`config.mk`:
```
export PLATFORM = sky130hd
export DESIGN_NAME = byte_block_median
export DESIGN_NICKNAME = d
export VERILOG_FILES = /design/src/design/bbm_pkg.sv /design/src/design/byte_block_median.sv /design/src/design/bbm_ram.sv /design/src/design/bbm_queue.sv /design/src/design/bbm_front.sv /design/src/design/bbm_back.sv
export SDC_FILE = /design/constraint.sdc
export NUM_CORES = 1
export LEC_CHECK = 0
export BUFFER_PORTS_ARGS = -buffer_cell sky130_fd_sc_hd__buf_4
export CAP_MARGIN = 20
export CORE_ASPECT_RATIO = 0.9
export CORE_UTILIZATION = 57
export DETAILED_ROUTE_END_ITERATION = 6
export PLACE_DENSITY = 0.82
export SYNTH_ARGS = -nofsm -noshare
export SYNTH_HDL_FRONTEND = slang
export SYNTH_HIERARCHICAL = 1
export SYNTH_SLANG_ARGS = --single-unit
export TNS_END_PERCENT = 30
```
`constraint.sdc`:
```
create_clock -name clk -period 3.2 [get_ports clk]
set_clock_uncertainty 0.2 [all_clocks]
set_input_delay 0.16 -clock clk [delete_from_list [all_inputs] [get_ports clk]]
set_output_delay 0.16 -clock clk [all_outputs]
set_load 0.01 [all_outputs]
```
`src/design/bbm_pkg.sv`:
```
// Shared types for the byte block median design.
// Holds the word formats of both channels and the bank release record.
// Depends on nothing; the top level, front end and select engine refer to it by scoped names.
package bbm_pkg;

  typedef struct packed {
    logic [7:0] sample;
    logic       last_sample;
  } in_t;

  typedef struct packed {
    logic [7:0] median;
    logic [6:0] sample_count;
    logic       overflow;
  } out_t;

  typedef struct packed {
    logic valid;
    logic bank;
  } rel_t;

endpackage

```
`src/design/byte_block_median.sv`:
```
// Top level of the byte block median: front end, job queue, select engine
// and the two-bank sample store. Depends on bbm_pkg and all bbm_ modules.
//
// Samples are taken one word per cycle while the input is not stalled, into one
// of two store banks; the word marked last closes the block and hands it to the
// select engine, and the next block fills the other bank at once. The engine
// makes eight passes over the N kept samples, one store read per cycle. The
// input stalls only when both banks hold blocks still waiting for their result,
// so the sustained block rate is set by the single read port of the store.
module byte_block_median #(
  parameter int MAX_SAMPLES = 64
) (
  input  logic          clk,
  input  logic          rst,
  input  logic          req_valid,
  input  bbm_pkg::in_t  req,
  output logic          req_stall,
  output logic          res_valid,
  output bbm_pkg::out_t res,
  input  logic          res_stall
);

  localparam int CW = $clog2(MAX_SAMPLES + 1);
  localparam int AW = (MAX_SAMPLES > 1) ? $clog2(MAX_SAMPLES) : 1;

  logic          wr_en;
  logic [AW:0]   waddr;
  logic [7:0]    wdata;
  logic [AW:0]   raddr;
  logic [7:0]    rdata;
  logic          q_push;
  logic [CW+1:0] q_in;
  logic          q_pop;
  logic [CW+1:0] q_out;
  logic          q_full;
  logic          q_empty;
  bbm_pkg::rel_t rel;

  bbm_front #(.MAX_SAMPLES(MAX_SAMPLES)) u_front (
    .clk      (clk),
    .rst      (rst),
    .req_valid(req_valid),
    .req      (req),
    .req_stall(req_stall),
    .wr_en    (wr_en),
    .waddr    (waddr),
    .wdata    (wdata),
    .job_push (q_push),
    .job      (q_in),
    .q_full   (q_full),
    .rel      (rel)
  );

  bbm_queue #(.WIDTH(CW + 2)) u_queue (
    .clk      (clk),
    .rst      (rst),
    .push     (q_push),
    .push_data(q_in),
    .pop      (q_pop),
    .pop_data (q_out),
    .full     (q_full),
    .empty    (q_empty)
  );

  bbm_ram #(.WIDTH(8), .DEPTH(2 ** (AW + 1))) u_store (
    .clk  (clk),
    .wr_en(wr_en),
    .waddr(waddr),
    .wdata(wdata),
    .raddr(raddr),
    .rdata(rdata)
  );

  bbm_back #(.MAX_SAMPLES(MAX_SAMPLES)) u_back (
    .clk      (clk),
    .rst      (rst),
    .q_empty  (q_empty),
    .q_data   (q_out),
    .q_pop    (q_pop),
    .raddr    (raddr),
    .rdata    (rdata),
    .rel      (rel),
    .res_valid(res_valid),
    .res      (res),
    .res_stall(res_stall)
  );

  a_no_push_full: assert property (@(posedge clk) disable iff (rst)
    q_push |-> !q_full)
    else $error("Job queue pushed while full.");

  a_no_pop_empty: assert property (@(posedge clk) disable iff (rst)
    q_pop |-> !q_empty)
    else $error("Job queue popped while empty.");

  a_overflow_count: assert property (@(posedge clk) disable iff (rst)
    (res_valid && res.overflow) |-> (res.sample_count == 7'(MAX_SAMPLES)))
    else $error("Overflowed block does not report a full store.");

endmodule

```
`src/design/bbm_ram.sv`:
```
// Generic simple dual-port RAM with one write port and a registered read port.
// Depends on nothing.
module bbm_ram #(
  parameter int WIDTH = 8,
  parameter int DEPTH = 128
) (
  input  logic                     clk,
  input  logic                     wr_en,
  input  logic [$clog2(DEPTH)-1:0] waddr,
  input  logic [WIDTH-1:0]         wdata,
  input  logic [$clog2(DEPTH)-1:0] raddr,
  output logic [WIDTH-1:0]         rdata
);

  logic [WIDTH-1:0] mem [DEPTH];

  always_ff @(posedge clk) begin
    if (wr_en) begin
      mem[waddr] <= wdata;
    end
    rdata <= mem[raddr];
  end

endmodule

```
`src/design/bbm_queue.sv`:
```
// Two-entry job queue between the sample front end and the select engine.
// Depends on nothing; the job word is an opaque vector here.
module bbm_queue #(
  parameter int WIDTH = 9
) (
  input  logic             clk,
  input  logic             rst,
  input  logic             push,
  input  logic [WIDTH-1:0] push_data,
  input  logic             pop,
  output logic [WIDTH-1:0] pop_data,
  output logic             full,
  output logic             empty
);

  logic [WIDTH-1:0] slots [2];
  logic             wr_ptr;
  logic             rd_ptr;
  logic [1:0]       level;

  assign full     = (level == 2'd2);
  assign empty    = (level == 2'd0);
  assign pop_data = slots[rd_ptr];

  always_ff @(posedge clk) begin
    if (rst) begin
      wr_ptr <= 1'b0;
      rd_ptr <= 1'b0;
      level  <= 2'd0;
    end else begin
      if (push) begin
        wr_ptr <= ~wr_ptr;
      end
      if (pop) begin
        rd_ptr <= ~rd_ptr;
      end
      if (push && !pop) begin
        level <= level + 2'd1;
      end else if (pop && !push) begin
        level <= level - 2'd1;
      end
    end
  end

  always_ff @(posedge clk) begin
    if (push) begin
      slots[wr_ptr] <= push_data;
    end
  end

endmodule

```
`src/design/bbm_front.sv`:
```
// Sample front end: accepts words, writes them into the current store bank until
// it is full, counts them and queues one job per block. Depends on bbm_pkg.
module bbm_front #(
  parameter int MAX_SAMPLES = 64,
  localparam int CW = $clog2(MAX_SAMPLES + 1),
  localparam int AW = (MAX_SAMPLES > 1) ? $clog2(MAX_SAMPLES) : 1
) (
  input  logic                 clk,
  input  logic                 rst,
  input  logic                 req_valid,
  input  bbm_pkg::in_t         req,
  output logic                 req_stall,
  output logic                 wr_en,
  output logic [AW:0]          waddr,
  output logic [7:0]           wdata,
  output logic                 job_push,
  output logic [CW+1:0]        job,
  input  logic                 q_full,
  input  bbm_pkg::rel_t        rel
);

  typedef struct packed {
    logic          bank;
    logic [CW-1:0] count;
    logic          overflow;
  } job_t;

  logic [CW-1:0] fill;
  logic          drop;
  logic          bank;
  logic [1:0]    busy;
  logic [1:0]    busy_next;
  logic          store_full;
  logic          accept;
  job_t          job_s;

  always_comb begin
    store_full     = (fill == CW'(MAX_SAMPLES));
    req_stall      = busy[bank] | q_full;
    accept         = req_valid & ~req_stall;
    wr_en          = accept & ~store_full;
    waddr          = {bank, fill[AW-1:0]};
    wdata          = req.sample;
    job_push       = accept & req.last_sample;
    job_s.bank     = bank;
    job_s.count    = store_full ? fill : CW'(fill + 1'b1);
    job_s.overflow = drop | store_full;
    job            = job_s;
  end

  always_comb begin
    busy_next = busy;
    if (rel.valid) begin
      busy_next[rel.bank] = 1'b0;
    end
    if (job_push) begin
      busy_next[bank] = 1'b1;
    end
  end

  always_ff @(posedge clk) begin
    if (rst) begin
      fill <= '0;
      drop <= 1'b0;
      bank <= 1'b0;
      busy <= 2'b00;
    end else begin
      busy <= busy_next;
      if (accept) begin
        if (req.last_sample) begin
          fill <= '0;
          drop <= 1'b0;
          bank <= ~bank;
        end else if (store_full) begin
          drop <= 1'b1;
        end else begin
          fill <= CW'(fill + 1'b1);
        end
      end
    end
  end

endmodule

```
`src/design/bbm_back.sv`:
```
// Select engine: finds the element of rank count/2 in a stored block by
// eight counting passes, one result bit per pass. Depends on bbm_pkg.
module bbm_back #(
  parameter int MAX_SAMPLES = 64,
  localparam int CW = $clog2(MAX_SAMPLES + 1),
  localparam int AW = (MAX_SAMPLES > 1) ? $clog2(MAX_SAMPLES) : 1
) (
  input  logic          clk,
  input  logic          rst,
  input  logic          q_empty,
  input  logic [CW+1:0] q_data,
  output logic          q_pop,
  output logic [AW:0]   raddr,
  input  logic [7:0]    rdata,
  output bbm_pkg::rel_t rel,
  output logic          res_valid,
  output bbm_pkg::out_t res,
  input  logic          res_stall
);

  typedef struct packed {
    logic          bank;
    logic [CW-1:0] count;
    logic          overflow;
  } job_t;

  typedef enum logic [1:0] {
    IDLE,
    SCAN,
    DECIDE,
    FINISH
  } state_t;

  state_t        state;
  job_t          cur;
  job_t          head;
  logic [CW-1:0] rank;
  logic [CW-1:0] below;
  logic [CW-1:0] issue_idx;
  logic [2:0]    bitpos;
  logic [7:0]    prefix;
  logic          rd_vld;
  logic [7:0]    hi_mask;
  logic          hit;
  logic          issuing;
  logic          out_free;

  always_comb begin
    head     = q_data;
    q_pop    = (state == IDLE) && !q_empty;
    issuing  = (state == SCAN) && (issue_idx != cur.count);
    raddr    = {cur.bank, issue_idx[AW-1:0]};
    hi_mask  = ~(8'hFF >> (3'd7 - bitpos));
    hit      = (((rdata ^ prefix) & hi_mask) == 8'h00) && !rdata[bitpos];
    out_free = !res_valid || !res_stall;
    rel.valid = (state == FINISH) && out_free;
    rel.bank  = cur.bank;
  end

  always_ff @(posedge clk) begin
    if (rst) begin
      state     <= IDLE;
      res_valid <= 1'b0;
      rd_vld    <= 1'b0;
    end else begin
      if ((state == FINISH) && out_free) begin
        res_valid <= 1'b1;
      end else if (res_valid && !res_stall) begin
        res_valid <= 1'b0;
      end
      rd_vld <= issuing;
      unique case (state)
        IDLE: begin
          if (!q_empty) begin
            cur       <= head;
            rank      <= head.count >> 1;
            below     <= '0;
            issue_idx <= '0;
            bitpos    <= 3'd7;
            prefix    <= 8'h00;
            state     <= SCAN;
          end
        end
        SCAN: begin
          if (issuing) begin
            issue_idx <= CW'(issue_idx + 1'b1);
          end
          if (rd_vld && hit) begin
            below <= CW'(below + 1'b1);
          end
          if (!issuing && !rd_vld) begin
            state <= DECIDE;
          end
        end
        DECIDE: begin
          if (rank >= below) begin
            prefix[bitpos] <= 1'b1;
            rank           <= rank - below;
          end
          below     <= '0;
          issue_idx <= '0;
          if (bitpos == 3'd0) begin
            state <= FINISH;
          end else begin
            bitpos <= bitpos - 3'd1;
            state  <= SCAN;
          end
        end
        FINISH: begin
          if (out_free) begin
            res.median       <= prefix;
            res.sample_count <= 7'(cur.count);
            res.overflow     <= cur.overflow;
            state            <= IDLE;
          end
        end
        default: begin
          state <= IDLE;
        end
      endcase
    end
  end

endmodule
```
Yosys cells after proc, flatten, opt, wreduce, memory -nomap -nowiden
Memories as Yosys holds them, arrays and structs flattened. A register that Yosys moved wholly into a read port is not among the register bits.
Index checks and enable logic that the tools add are counted.
- register bits: 76
- memory bits (writable): 1042
- input port bits: 13
- output and inout bits: 18
- logic and storage cells: 155
- memories kept: 2
- memory list (memory ; depth ; width ; read ports ; clocked after memory_dff ; wr ports ; RTL line ; RTL):
    u_store.mem ; 128 ; 8 ; 1 ; 1 ; 1 ; bbm_ram.sv:15 ; logic [WIDTH-1:0] mem [DEPTH];
    u_queue.slots ; 2 ; 9 ; 1 ; 1 ; 1 ; bbm_queue.sv:16 ; logic [WIDTH-1:0] slots [2];
- $add $sub $neg: 8
- $lt $le $gt $ge: 7
- equality and inequality tests: 13
- shift-type cells: 1
- mux-type cells: 45
- bitwise gates (word level): 19
- reduce and logical (&&, ||, !) cells: 39
- operator list (operator ; count):
    $mux W7 ; 7
    $pmux W7 S3 ; 2
    $add A7 B1 Y7 const B ; 3
    $mux W1 ; 16
    $mux W2 ; 8
    $mux W8 ; 2
    $pmux W8 S2 ; 1
    $reduce_and A4 Y1 ; 4
    $pmux W7 S2 ; 1
    $logic_and A1 B1 Y1 ; 12
    $reduce_and A3 Y1 ; 3
    $and A8 B8 Y8 ; 1
    $logic_not A1 Y1 ; 8
    $logic_not A8 Y1 ; 1
    $ne A2 B2 Y1 const B ; 4
    $not A8 Y8 ; 1
    $or A8 B8 Y8 ; 1
    $pmux W2 S4 ; 1
    $reduce_bool A2 Y1 ; 4
    $shr A8 B3 Y8 const A ; 1
    $xor A8 B8 Y8 ; 1
    $eq A7 B7 Y1 const B ; 1
    $ge A7 B7 Y1 ; 1
    $ne A7 B7 Y1 ; 1
    other kinds (28) ; 47

Logic depth before layout (Yosys ltp)
Gate-level depths: netlist of the first run.
- depth after elaboration: 10
- mapped depth: 11

Cells and area by module
Netlist of the first run, hierarchy kept.
- by module, submodules not included (module ; instances ; cells an instance ; area each (µm²)):
    bbm_ram ; 1 ; 1635 ; 39665.5
    bbm_back ; 1 ; 271 ; 3121.7
    bbm_queue ; 1 ; 50 ; 854.6
    bbm_front ; 1 ; 100 ; 819.5

Least setup slack after synthesis of the first run
No wires, ideal clock.
- kind: register -> register
- start point: register u_back.issue_idx[0]
- end point: register u_store.rdata[0] (read register of u_store.mem)
- library setup time: 0.121 ns
- data arrival time: 2.895 ns
- required time: 2.879 ns
- setup slack: -0.016 ns
- stages on the path, launching flop included: 8
- path buffers: 3
- period minus slack after synthesis: 3.216 ns
- cells stage by stage: edfxtp_1 > buf_4 > clkbuf_1 > buf_1 > mux4_2 > mux4_2 > mux4_2 > mux2_2
- RTL lines (element ; RTL line ; RTL):
    from (decl) ; bbm_back.sv:39 ; logic [CW-1:0] issue_idx;
    from (signal assigned) ; bbm_back.sv:86 ; issue_idx <= CW'(issue_idx + 1'b1);
    to (decl) ; bbm_ram.sv:12 ; output logic [WIDTH-1:0] rdata

==> flow_metrics.env, run 1 <==
export IMPL_globalplace_congestion=0.8541
export IMPL_holdPathStages=2
export IMPL_synth_common_cells="edfxtp_1 (1099), mux4_2 (336), nor2_1 (165)"
export IMPL_slew_headroom_pct=30.86
export IMPL_hold_end="u_store/mem[102][4]$_DFFE_PP_"
export IMPL_synth_compound_area_share_pct=0.9061
export IMPL_synth_seq_area_share_pct=75.49
export IMPL_clk_pin_slew_ns=0.06
export IMPL_syn_to_final_growth_pct=14.93
export IMPL_syn_inst=2056
export IMPL_path_max_fanout=11
export IMPL_synth_top_area_share_pct=74.23
export IMPL_reg2reg_slack_ns=-0.04
export IMPL_netlist_top_cells_area="edfxtp_1 (74%), mux4_2 (17%), nor2_1 (1.4%)"
export IMPL_ant_nets=0
export IMPL_worstPathRequired_ns=3.55
export IMPL_portBuffers=30
export IMPL_max_freq_mhz=308.6
export IMPL_utilization_pct=66.58
export IMPL_cp_slowest_stage_delay_ns=0.56
export IMPL_critPathBufInv=3
export IMPL_switching_power_mw=9.870
export IMPL_pwr_share_clk_pct=33.2
export IMPL_syn_nets=2087
export IMPL_layout_setup_ws_ns=-0.04015
export IMPL_cp_top_family="multiplexers"
export IMPL_synth_ff_type="edfxtp_1"
export IMPL_ys_seq_elements=1127
export IMPL_io_pins=31
export IMPL_synth_area_mux_share_pct=17.53
export IMPL_coreArea_um2=76750
export IMPL_cts_max_path_buffers=3
export IMPL_pwr_share_seq_pct=45.2
export IMPL_drive_above_1_share_pct=32.65
export IMPL_ys_warn_count=6
export IMPL_die_w_um=296.4
export IMPL_status="complete, but fails checks"
export IMPL_grt_pass1_wl_um=159200
export IMPL_hpwl_um=64100
export IMPL_synth_top_family_by_area="multiplexers"
export IMPL_irDropWorstVdd_mv=0.4665
export IMPL_start_util_pct=57.93
export IMPL_synthMostInstantiatedCell="edfxtp_1"
export IMPL_rsz0062_at_grt="true"
export IMPL_cts_made_buffers=105
export IMPL_fp_dieArea_um2=79120
export IMPL_post_route_period_util_pct=101.3
export IMPL_placementRows=96
export IMPL_reg2reg_depth=7
export IMPL_syn_area_per_cell_um2=21.63
export IMPL_antenna_found_initial=1
export IMPL_nets=2346
export IMPL_first_pass_iters=7
export IMPL_swShare_pct=26.39
export IMPL_via_count=22710
export IMPL_crit_path_cell_trace="buf_12 > buf_16 > buf_12 > mux4_2 > mux4_2 > mux4_2 > mux2_2"
export IMPL_start_kind="register"
export IMPL_finalMaxSlewViolations=0
export IMPL_grt_pass1_vias=23130
export IMPL_root_buffer="clkbuf_16"
export IMPL_fillerInstances=4493
export IMPL_async_flop_share_pct=0
export IMPL_worst_slew_pin_slew_ns=1.037
export IMPL_overflow=0
export IMPL_synth_edf_count=1099
export IMPL_p_comb_share_pct=21.6
export IMPL_multi_input_area_um2=10160
export IMPL_cts_sinks=1127
export IMPL_yosys_area_share_xor_xnor_pct=0.6895
export IMPL_cts_htree_levels=3
export IMPL_insertion_delay_ns=0.68
export IMPL_r2r_start="u_back/issue_idx[0]$_SDFFCE_PN0P_"
export IMPL_grt_max_degree=129
export IMPL_leakagePower_nw=16.44
export IMPL_wl_per_cell_um=32.12
export IMPL_powerDensity_nw_per_um2=731.7
export IMPL_hold_class="primary input to register"
export IMPL_seqCellArea_um2=33560
export IMPL_final_hold_viol_count=0
export IMPL_tritoncts="built"
export IMPL_synth_largest_area_cell="edfxtp_1"
export IMPL_drv_cap=0
export IMPL_final_cell_count_no_fill=3434
export IMPL_fp_dieH_um=267.0
export IMPL_drt_wl_total_um=110300
export IMPL_p_int_mw=27.52
export IMPL_track_usage_pct=28.59
export IMPL_setup_violations_final=5
export IMPL_critPathArrivalTime_ns=3.59
export IMPL_r2r_end="u_store/rdata[2]$_DFF_P_"
export IMPL_drc_errors=0
export IMPL_drtIter0Drc=3364
export IMPL_ys_types=62
export IMPL_crit_top_cell="mux4_2"
export IMPL_fin_crit_ns=3.240
export IMPL_placedCellCount=3202
export IMPL_failed_checks="negative setup slack"
export IMPL_avgViaCountPerCell=6.614
export IMPL_p_total_mw=37.39
export IMPL_synth_area_um2=44460
export IMPL_synthAdderAreaFrac_pct=0.5234
export IMPL_critical_path_class="register to register"
export IMPL_end_kind="register"
export IMPL_holdCritStartpoint="req[5]"
export IMPL_crit_slowest_cell="mux4_2"
export IMPL_synth_simple_area_share_pct=3.155
## sequential cells by signal, indices dropped and copies added (netlist names), 3 cells and up, named ones only
signal	count
u_back/below	7
u_back/bitpos	3
u_back/cur	8
u_back/issue_idx	7
u_back/prefix	8
u_back/rank	7
u_back/res	16
u_front/fill	7
u_queue/slots	18
u_store/mem	1024
u_store/rdata	8
## placed cells by master, fill, tap and decap left out, drive strengths merged, types with 6 or more instances in the layout
| cell | n |
|---|---|
| edfxtp | 1099 |
| mux4 | 336 |
| buf | 263 |
| nor2 | 165 |
| clkbuf | 133 |
| clkinv | 50 |
| nand2 | 33 |
| inv | 33 |
| dfxtp | 28 |
| nand3 | 27 |
| xnor2 | 22 |
| nor3 | 19 |
| a21oi | 18 |
| mux2 | 18 |
| ha | 17 |
| o21ai | 15 |
| dlygate4sd3 | 14 |
| nor2b | 14 |
| xor2 | 13 |
| bufinv | 9 |
| nand2b | 8 |
| and3 | 8 |
| a31oi | 7 |
| and2 | 6 |
## per-layer routing
layer	vias to the layer above	global-route usage [%]	wire length (µm)	part of all wire, %
met5	-	0.3127	0	0
met4	0	9.292	4033	3.7
met3	282	7.461	12920	12
met2	1606	46.34	54650	50
met1	11810	38.15	38720	35
li1	9017	-	-	-
## through the flow
stage	area, µm²	TNS [ns]	hold WS (ns)	setup slack [ns]
floorplan	44460	0	0.02907	0.07702
global placement	47310	0	0.1879	0.02753
detailed placement	47310	-0.04126	0.1947	-0.03887
CTS	50930	-0.07798	0.03669	-0.03590
global route	51100	-0.3604	0.06903	-0.06038
finish	51100	-0.1201	0.06325	-0.04015
## cell families (layout without fill, tap and decap cells)
kind of cell	after synthesis	count (layout)
DFF	1127	1127
buffers and inverters	154	502
AOI/OAI and AO/OA	61	61
other	0	1
muxes	356	356
and+or+nand+nor	305	305
adders and majority gates	18	18
xor gates and xnor gates	35	35
## what timing repair did
action | CTS | global route
hold endpoints to repair | 665 | 0
gates cloned | 0 | 1
setup endpoints to repair | 8 | 242
hold buffers | 14 | 0
buffers inserted | 5 | 15
gates resized for setup | 6 | 7
## power by group through the flow
stage                     Combinational, mW  Sequential, mW  Clock [mW]
after floorplan                        5.21            17.0           0
after global placement                 7.42            17.2           0
after detailed placement               7.61            17.2           0
after CTS                              7.90            16.9        12.5
after global routing                   8.39            16.9        13.0
final                                  8.09            16.9        12.4
## layout make-up
cell class / count / area share [%]
Sequential cell: 1127 / 65.68
Multi-Input combinational cell: 775 / 19.87
Clock buffer: 132 / 5.541
Timing Repair Buffer: 278 / 5.046
Tap cell: 1029 / 2.520
Clock inverter: 64 / 1.129
Inverter: 28 / 0.2057
Antenna cell: 1 / 0.004897
## worst max-delay path by stage
stage,cells past startpoint,to,from
5_1_grt,7,u_store/rdata[2]$_DFF_P_,u_back/issue_idx[0]$_SDFFCE_PN0P_
3_5_place_dp,7,u_store/rdata[1]$_DFF_P_,u_back/issue_idx[0]$_SDFFCE_PN0P_
4_1_cts,7,u_store/rdata[2]$_DFF_P_,u_back/issue_idx[0]$_SDFFCE_PN0P_
3_3_place_gp,7,u_store/rdata[1]$_DFF_P_,u_back/issue_idx[0]$_SDFFCE_PN0P_
2_1_floorplan,8,u_store/rdata[0]$_DFF_P_,u_back/issue_idx[0]$_SDFFCE_PN0P_
6_report,7,u_store/rdata[2]$_DFF_P_,u_back/issue_idx[0]$_SDFFCE_PN0P_
(Power assumes the default switching activity.)
==> inputs of run 2 (changes only) <==
--- a/config.mk
+++ b/config.mk
@@ -5,12 +5,12 @@
 export SDC_FILE = /design/constraint.sdc
 export NUM_CORES = 1
 export LEC_CHECK = 0
-export BUFFER_PORTS_ARGS = -buffer_cell sky130_fd_sc_hd__buf_4
 export CAP_MARGIN = 20
 export CORE_ASPECT_RATIO = 0.9
 export CORE_UTILIZATION = 57
 export DETAILED_ROUTE_END_ITERATION = 6
-export PLACE_DENSITY = 0.82
+export DONT_BUFFER_PORTS = 1
+export PLACE_DENSITY = 0.81
 export SYNTH_ARGS = -nofsm -noshare
 export SYNTH_HDL_FRONTEND = slang
 export SYNTH_HIERARCHICAL = 1
==> constraint.sdc (replaced) <==
create_clock -name clk -period 3.2 [get_ports clk]
set_clock_uncertainty 0.2 [all_clocks]
set_input_delay 0.16 -clock clk [delete_from_list [all_inputs] [get_ports clk]]
set_output_delay 0.16 -clock clk [all_outputs]
set_load 0.005 [all_outputs]
==> flow_metrics.env, run 2 (same netlist as run 1, synthesis figures left out) <==
export IMPL_cts_made_buffers=105
export IMPL_fillerInstances=4447
export IMPL_reg2reg_slack_ns=-0.12
export IMPL_grt_max_degree=129
export IMPL_via_count=22930
export IMPL_p_comb_share_pct=22.0
export IMPL_overflow=0
export IMPL_crit_path_cell_trace="buf_6 > buf_12 > buf_12 > mux4_2 > mux4_2 > mux4_2 > mux2_2"
export IMPL_grt_pass1_vias=23230
export IMPL_globalplace_congestion=0.8507
export IMPL_slew_headroom_pct=22.45
export IMPL_placementRows=96
export IMPL_swShare_pct=26.65
export IMPL_drive_above_1_share_pct=31.65
export IMPL_fp_dieArea_um2=79120
export IMPL_largest_reg_flops=1024
export IMPL_final_common_cell="edfxtp_1"
export IMPL_diodes=0
export IMPL_reg_top3="u_store/mem (1024), u_queue/slots (18), u_back/res (16)"
export IMPL_rsz0062_at_grt="true"
export IMPL_crit_start="u_back/issue_idx[0]$_SDFFCE_PN0P_"
export IMPL_worstPathRequired_ns=3.55
export IMPL_hold_end="u_back/res[0]$_DFFE_PP_"
export IMPL_setup_violations_final=8
export IMPL_drt_wl_total_um=111400
export IMPL_critPathArrivalTime_ns=3.67
export IMPL_nets=2314
export IMPL_p_int_mw=27.48
export IMPL_hold_class="register to register"
export IMPL_syn_to_final_growth_pct=14.62
export IMPL_end_kind="register"
export IMPL_fp_dieH_um=267.0
export IMPL_status="complete, but fails checks"
export IMPL_first_pass_iters=5
export IMPL_top_register="u_store/mem"
export IMPL_critical_path_class="register to register"
export IMPL_drc_errors=0
export IMPL_holdPathStages=0
export IMPL_pwr_share_clk_pct=32.9
export IMPL_hold_ws_ns=0.2263
export IMPL_drtIter0Drc=3589
export IMPL_io_pins=31
export IMPL_crit_top_cell="mux4_2"
export IMPL_holdCritStartpoint="u_back/cur[0]$_DFFE_PP_"
export IMPL_switching_power_mw=9.984
export IMPL_fin_crit_ns=3.318
export IMPL_antenna_found_initial=2
export IMPL_avgViaCountPerCell=6.746
export IMPL_leakagePower_nw=16.30
export IMPL_portBuffers=0
export IMPL_insertion_delay_ns=0.68
export IMPL_coreArea_um2=76750
export IMPL_p_total_mw=37.46
export IMPL_reg2reg_depth=7
export IMPL_tritoncts="built"
export IMPL_start_kind="register"
export IMPL_grt_pass1_wl_um=160300
export IMPL_final_cell_mix="edfxtp_1 (1099), mux4_2 (336), buf_4 (193)"
export IMPL_ant_nets=0
export IMPL_layout_setup_ws_ns=-0.1183
export IMPL_r2r_start="u_back/issue_idx[0]$_SDFFCE_PN0P_"
export IMPL_powerDensity_nw_per_um2=735.1
export IMPL_final_hold_viol_count=0
export IMPL_die_w_um=296.4
export IMPL_cts_max_path_buffers=3
export IMPL_hpwl_um=62340
export IMPL_clk_pin_slew_ns=0.06
export IMPL_max_freq_mhz=301.4
export IMPL_worst_slew_pin_slew_ns=1.159
export IMPL_cts_htree_levels=3
export IMPL_cp_slowest_stage_delay_ns=0.59
export IMPL_failed_checks="negative setup slack"
export IMPL_track_usage_pct=28.78
export IMPL_r2r_end="u_store/rdata[4]$_DFF_P_"
export IMPL_root_buffer="clkbuf_16"
export IMPL_drv_cap=0
export IMPL_path_max_fanout=14
export IMPL_cts_sinks=1127
export IMPL_start_util_pct=57.93
export IMPL_post_route_period_util_pct=103.7
export IMPL_crit_slowest_cell="mux4_2"
export IMPL_wl_per_cell_um=32.76
export IMPL_finalMaxSlewViolations=0
export IMPL_irDropWorstVdd_mv=0.5026
export IMPL_pre_cts_ws_ns=-0.02957
export IMPL_pwr_share_seq_pct=45.1
run 2: changes by cell type in the layout (fill, tap and decap cells not counted), sizes merged:
cell and change:
clkinvlp +6, clkbuf -7, inv -3, dlygate4sd3 +1
diode -1, buf -33, bufinv +1, bufbuf +1
run 2: worst max path at each step:
| stage | cells after the start | slack [ns] | to |
|---|---|---|---|
| final | 7 | -0.12 | u_store/rdata[4]$_DFF_P_ |
| after global routing | 7 | -0.10 | u_store/rdata[4]$_DFF_P_ |
| after CTS | 7 | -0.005 | u_store/rdata[4]$_DFF_P_ |
| after detailed placement | 7 | -0.03 | u_store/rdata[5]$_DFF_P_ |
| after global placement | 7 | -0.02 | u_store/rdata[0]$_DFF_P_ |
| after floorplan | 8 | 0.08 | u_store/rdata[0]$_DFF_P_ |
run 2: final cells by class:
cell class	instances	area, µm²	area share, %
clock buffers	126	2758	5.411
repair buffers	246	2447	4.802
well taps	1029	1287	2.526
clock inverters	68	638.1	1.252
flip-flops and latches	1127	33560	65.86
inverters	28	105.1	0.2062
multi-input cells	775	10160	19.94
run 2: power groups by stage:
stage | Combinational [mW] | Sequential [mW] | Clock (mW)
after CTS | 8.04 | 16.9 | 12.4
after detailed placement | 7.39 | 17.2 | 0
after floorplan | 5.20 | 17.0 | 0
after global placement | 7.19 | 17.2 | 0
after global routing | 8.49 | 16.9 | 12.9
final | 8.23 | 16.9 | 12.3
run 2: worst max-delay path: cells and delay by family, from the launching register on:
| family | cells | cell delay (ns) |
|---|---|---|
| buffers and inverters | 3 | 0.57 |
| multiplexers | 4 | 2.04 |
| flip-flops | 1 | 0.35 |
run 2: metrics by stage:
step,instances,setup TNS [ns],util [%],instance area [µm²]
final,3399,-0.4661,66.40,50960
after global routing,3399,-0.4209,66.40,50960
after CTS,3399,-0.005159,66.38,50950
after detailed placement,3175,-0.1312,61.25,47010
after global placement,3175,-0.01892,61.25,47010
after floorplan,2056,0,-,44460
run 2: what timing repair did:
item                                    in CTS  in global routing
gates cloned                                 3                  0
endpoints found under the hold margin     1090                  0
resized for setup                            9                  6
endpoints found under the setup margin      19                 19
setup buffers                                4                  0
hold buffers                                23                  0
run 2: routing by layer:
metal	up-vias	track usage [%]	part of all wire [%]
li1	8952	-	-
met1	11860	38.97	35
met2	1794	46.60	49
met3	324	6.029	11
met4	4	10.67	4.5
met5	-	0	0.027
